**config.mk**
```make
export PLATFORM = sky130hd
export DESIGN_NAME = imu_acc_merge
export DESIGN_NICKNAME = d
export VERILOG_FILES = /design/src/rtl/imu_acc_pkg.sv /design/src/rtl/imu_acc_merge.sv
export SDC_FILE = /design/constraint.sdc
export NUM_CORES = 1
export LEC_CHECK = 0
export ABC_AREA = 0
export ABC_CLOCK_PERIOD_IN_PS = 3300
export BUFFER_PORTS_ARGS = -buffer_cell sky130_fd_sc_hd__buf_2
export CORE_AREA = 4 4 242 244
export DETAILED_ROUTE_END_ITERATION = 6
export DIE_AREA = 0 0 246 248
export MAX_ROUTING_LAYER = met4
export PLACE_DENSITY = 0.38
export SETUP_SLACK_MARGIN = 0.02
export SYNTH_ARGS = -nofsm -noshare
export SYNTH_HDL_FRONTEND = slang
export SYNTH_SLANG_ARGS = --single-unit
```
**constraint.sdc**
```tcl
create_clock -name aclk -period 3.3 [get_ports aclk]
set_input_delay 0 -clock aclk [delete_from_list [all_inputs] [get_ports aclk]]
set_output_delay 0 -clock aclk [all_outputs]
set_load 0.02 [all_outputs]
```
**src/rtl/imu_acc_pkg.sv**
```systemverilog
`timescale 1ns / 1ps
// Shared types, constants and saturation helpers for the acceleration filter/integrator.
package imu_acc_pkg;

    localparam int NUM_AXES    = 3;
    localparam int SAMPLE_W    = 16;
    localparam int SMOOTH_W    = 32;
    localparam int VEL_W       = 40;
    localparam int POS_W       = 48;
    localparam int ADDR_W      = 5;
    localparam int IN_DATA_W   = 3 * SAMPLE_W;
    localparam int OUT_DATA_W  = 3 * SAMPLE_W + 3 * VEL_W + 3 * POS_W;

    // register indexes
    localparam logic [2:0] REG_OFFSET_X  = 3'd0;
    localparam logic [2:0] REG_OFFSET_Y  = 3'd1;
    localparam logic [2:0] REG_OFFSET_Z  = 3'd2;
    localparam logic [2:0] REG_STRENGTH  = 3'd3;
    localparam logic [2:0] REG_COEF      = 3'd4;
    localparam logic [2:0] REG_TOLERANCE = 3'd5;
    localparam logic [2:0] REG_TIME_STEP = 3'd6;

    // deadband factors x5 scale: 1.0, 0.8, 0.2
    localparam logic [2:0] AXIS_FACTOR [NUM_AXES] = '{3'd5, 3'd4, 3'd1};

    typedef struct packed {
        logic [15:0] strength;
        logic [15:0] coef;
        logic [14:0] tol;
        logic [15:0] dt;
    } cfg_t;

    typedef struct packed {
        logic signed [SAMPLE_W-1:0] g;
        logic signed [VEL_W-1:0]    vel;
        logic signed [POS_W-1:0]    pos;
    } lane_res_t;

    typedef enum logic [2:0] {
        L_IDLE, L_MUL, L_FILT, L_GATE, L_INC, L_VEL, L_PMUL, L_POS
    } lane_state_t;

    function automatic logic signed [31:0] sat32(input logic signed [34:0] v);
        if ((&v[34:31]) || !(|v[34:31])) return v[31:0];
        return v[34] ? {1'b1, 31'd0} : {1'b0, {31{1'b1}}};
    endfunction

    function automatic logic signed [15:0] sat16(input logic signed [16:0] v);
        if (v[16] == v[15]) return v[15:0];
        return v[16] ? {1'b1, 15'd0} : {1'b0, {15{1'b1}}};
    endfunction

    function automatic logic signed [39:0] sat40(input logic signed [40:0] v);
        if (v[40] == v[39]) return v[39:0];
        return v[40] ? {1'b1, 39'd0} : {1'b0, {39{1'b1}}};
    endfunction

    function automatic logic signed [47:0] sat48(input logic signed [48:0] v);
        if (v[48] == v[47]) return v[47:0];
        return v[48] ? {1'b1, 47'd0} : {1'b0, {47{1'b1}}};
    endfunction

endpackage

```
**src/rtl/imu_acc_merge.sv**
```systemverilog
`timescale 1ns / 1ps
// Merge stage: collects the three lane results into the output register.
module imu_acc_merge (
    input  logic                          aclk,
    input  logic                          aresetn,
    input  logic                          done,
    input  imu_acc_pkg::lane_res_t        res [imu_acc_pkg::NUM_AXES],
    input  logic                          m_tready,
    output logic                          m_tvalid,
    output logic [imu_acc_pkg::OUT_DATA_W-1:0] m_tdata,
    output logic                          pend
);

    logic pend_reg, valid_reg, load;
    logic [imu_acc_pkg::OUT_DATA_W-1:0] data_reg;

    assign load = pend_reg && (!valid_reg || m_tready);

    always_ff @(posedge aclk) begin
        if (!aresetn) begin
            pend_reg  <= 1'b0;
            valid_reg <= 1'b0;
        end else begin
            if (done) pend_reg <= 1'b1;
            else if (load) pend_reg <= 1'b0;
            if (load) valid_reg <= 1'b1;
            else if (m_tready) valid_reg <= 1'b0;
        end
    end

    always_ff @(posedge aclk) begin
        if (load) begin
            data_reg <= {res[2].pos, res[1].pos, res[0].pos,
                         res[2].vel, res[1].vel, res[0].vel,
                         res[2].g, res[1].g, res[0].g};
        end
    end

    assign m_tvalid = valid_reg;
    assign m_tdata  = data_reg;
    assign pend     = pend_reg;

endmodule

```
==> metrics.yaml <==
post-synth-top-count-cell: "edfxtp_1"
die_h_um: 248
max-slew-margin-rel_pct: 67.3
design.core.area_sq_um: 56300
worstPathRequired_ns: 3.51
nets: 1637
tightest_slew_ns: 0.490
top_usage_layer: "met2"
fin_worst_skew_ns: 0.00829
fin_area_sq_um: 18000
multi_input_area_sq_um: 50.0
use_met2_pct: 19.5
fp.dieW_um: 246
hp-start: "res[214]"
cts.clk_slew.worst_paths_ns: 0.06
cp.arrival_ns: 1.99
cts_resized: 0
status: "finished, final reports clean"
finalHoldViolCount: 0
grt_pass1_vias: 7903
report.final.slew_viol_count: 0
total_power_mw: 9.43
clockBufferDepth: 3
cts_buffers: 37
firstDrtPassIters: 4
dp_hpwl_um: 25000
htree_levels: 2
placed_cell_area_sq_um: 13700
synth_common_cells: "edfxtp_1, dfxtp_1, nand2_1"
r2r_slack_ns: 1.52
drive_gt1_share_pct: 51.4
cp.buffers_inverters: 2
maxCapViolCount: 0
grtUsageMet1_pct: 9.97
slowest_stage: "and2_4"
seq_area_sq_um: 9410
ant_nets: 0
synth_flop_cell: "edfxtp_1"
critical_path_class: "flip-flop to flip-flop"
drc: 0
antenna_cells: 0
worstSetupStartpointType: "flip-flop"
hp-class: "input port to flip-flop"
synth_top_area_share_pct: 99.0
syn_avg_cell_area_sq_um: 29.5
fin_setup_tns_ns: 0
cts_setup_buffers: 0
port_buffers: 629
min_to: "m_tdata[174]$_DFFE_PP_"
worstHoldPathCells: 2
initial_core_util_pct: 16.8
rows: 87
routedWlPerCell_um: 16.1
io_pins: 630
drt-total-wl_um: 33700
die_area_sq_um: 61000
rr_endpoint: "m_tdata[286]$_DFFE_PP_"
ys_types: 8
powerDensity_nw_per_um2: 525
crit_chain: "nand2b_4 -> and2_4 -> buf_12 -> buf_4"
synth_area_leaders: "edfxtp_1, dfxtp_1, nand2b_4, a21boi_2, and2_4"
viasPerCell: 3.38
critPathMaxFanout: 36
cp_top_family: "buffers and inverters"
nFillCells: 5600
synth_nets: 637
yosysSeqAreaShare_pct: 99.4
ir_drop_uv: 387
min_period_ns: 1.78
p_leak_nw: 7.38
area_growth_syn_to_layout_pct: 90.0
gp_congestion: 0.800
largest_reg_flops: 312
rsz0062_at_grt: "false"
setup_viol: 0
max_stage_delay_ns: 0.42
period_share_pct: 53.9
reg2regPathDepth: 4
yosys_register_bits: 314
netlist_instances: 321
antenna_found_initial: 0
end_kind: "flip-flop"
clock_sinks: 314
synth.cell_area_sq_um: 9460
cts_tree: "built"
clock_latency_ns: 0.52
grt_usage_pct: 10.6
yosys_warnings: 0
synth_edf_count: 312
grt_use_met3_pct: 4.00
grt_pass1_wl_um: 46900
num_vias: 7101
synth_top_area_cell: "edfxtp_1"
grt_max_degree: 82
async_flop_share_pct: 0
grt_overflow: 0
drtIter0Drc: 252
r2r-start: "m_tvalid$_SDFFE_PN0P_"
root_buffer: "clkbuf_16"
fmax_mhz: 562
[timing repair]
action | in CTS | in global routing
hold buffers | 317 | 0
endpoints found under the hold margin | 314 | 0
setup endpoints to repair | 0 | 0
[kinds of logic (layout without fill, tap and decap cells)]
family          count (synthesis)  count (layout)  synth area share [%]
buf+inv                         1            1024                0.0396
simple gates                    4               4                 0.317
flops                         314             314                  99.4
compound gates                  2               2                 0.212
[through the flow]
step	hold WS [ns]	instances	setup WS [ns]	utilization, %
floorplan	0.0989	321	0.158	-
global placement	0.177	1721	1.50	24.4
detailed placement	0.178	1721	1.48	24.4
CTS	0.128	2100	1.47	32.0
global route	0.141	2100	1.42	32.0
finish	0.184	2100	1.52	32.0
[per-layer routing]
layer	part of all wire (%)	vias up
met5	0	-
met4	3.0	0
met3	9.7	66
met2	55	368
met1	33	3346
li1	-	3321
[area by class of cell]
| type | count | share of cell area [%] |
|---|---|---|
| sequential | 314 | 52.3 |
| inverter | 1 | 0.0209 |
| clock buffer | 49 | 5.40 |
| multi-input combinational | 6 | 0.278 |
| tap | 756 | 5.26 |
| timing repair buffer | 961 | 36.1 |
| clock inverter | 13 | 0.591 |
[power breakdown]
part	internal, mW	switching, mW	total [mW]
combinational	0.513	0.533	1.05
sequential	4.62	0.0450	4.66
clock	2.21	1.52	3.72
[worst max-delay path by stage]
| stage | slack (ns) | cells after the start | startpoint | end |
|---|---|---|---|---|
| final | 1.52 | 4 | m_tvalid$_SDFFE_PN0P_ | m_tdata[286]$_DFFE_PP_ |
| after detailed placement | 1.48 | 4 | m_tvalid$_SDFFE_PN0P_ | m_tdata[20]$_DFFE_PP_ |
| after global placement | 1.50 | 4 | m_tvalid$_SDFFE_PN0P_ | m_tdata[20]$_DFFE_PP_ |
| after CTS | 1.47 | 4 | m_tvalid$_SDFFE_PN0P_ | m_tdata[77]$_DFFE_PP_ |
| after global routing | 1.42 | 4 | m_tvalid$_SDFFE_PN0P_ | m_tdata[265]$_DFFE_PP_ |
| after floorplan | 0.16 | 1 | pend$_SDFFE_PN0P_ | m_tdata[0]$_DFFE_PP_ |
[cell usage in the layout, fill, tap and decap left out]
cell type      netlist  final
buf_2                0    629
dlygate4sd3_1        0    317
edfxtp_1           312    312
clkbuf_16            0     37
clkbuf_1             0     12
buf_4                0     10
clkinv_1             0      7
buf_12               0      5
clkinv_2             0      4
nand2_1              2      2
bufinv_16            0      2
dfxtp_1              2      2
nand2b_4             1      1
and2_4               1      1
inv_1                1      1
a21boi_2             1      1
o21ai_2              1      1
(Power assumes the default switching activity.)
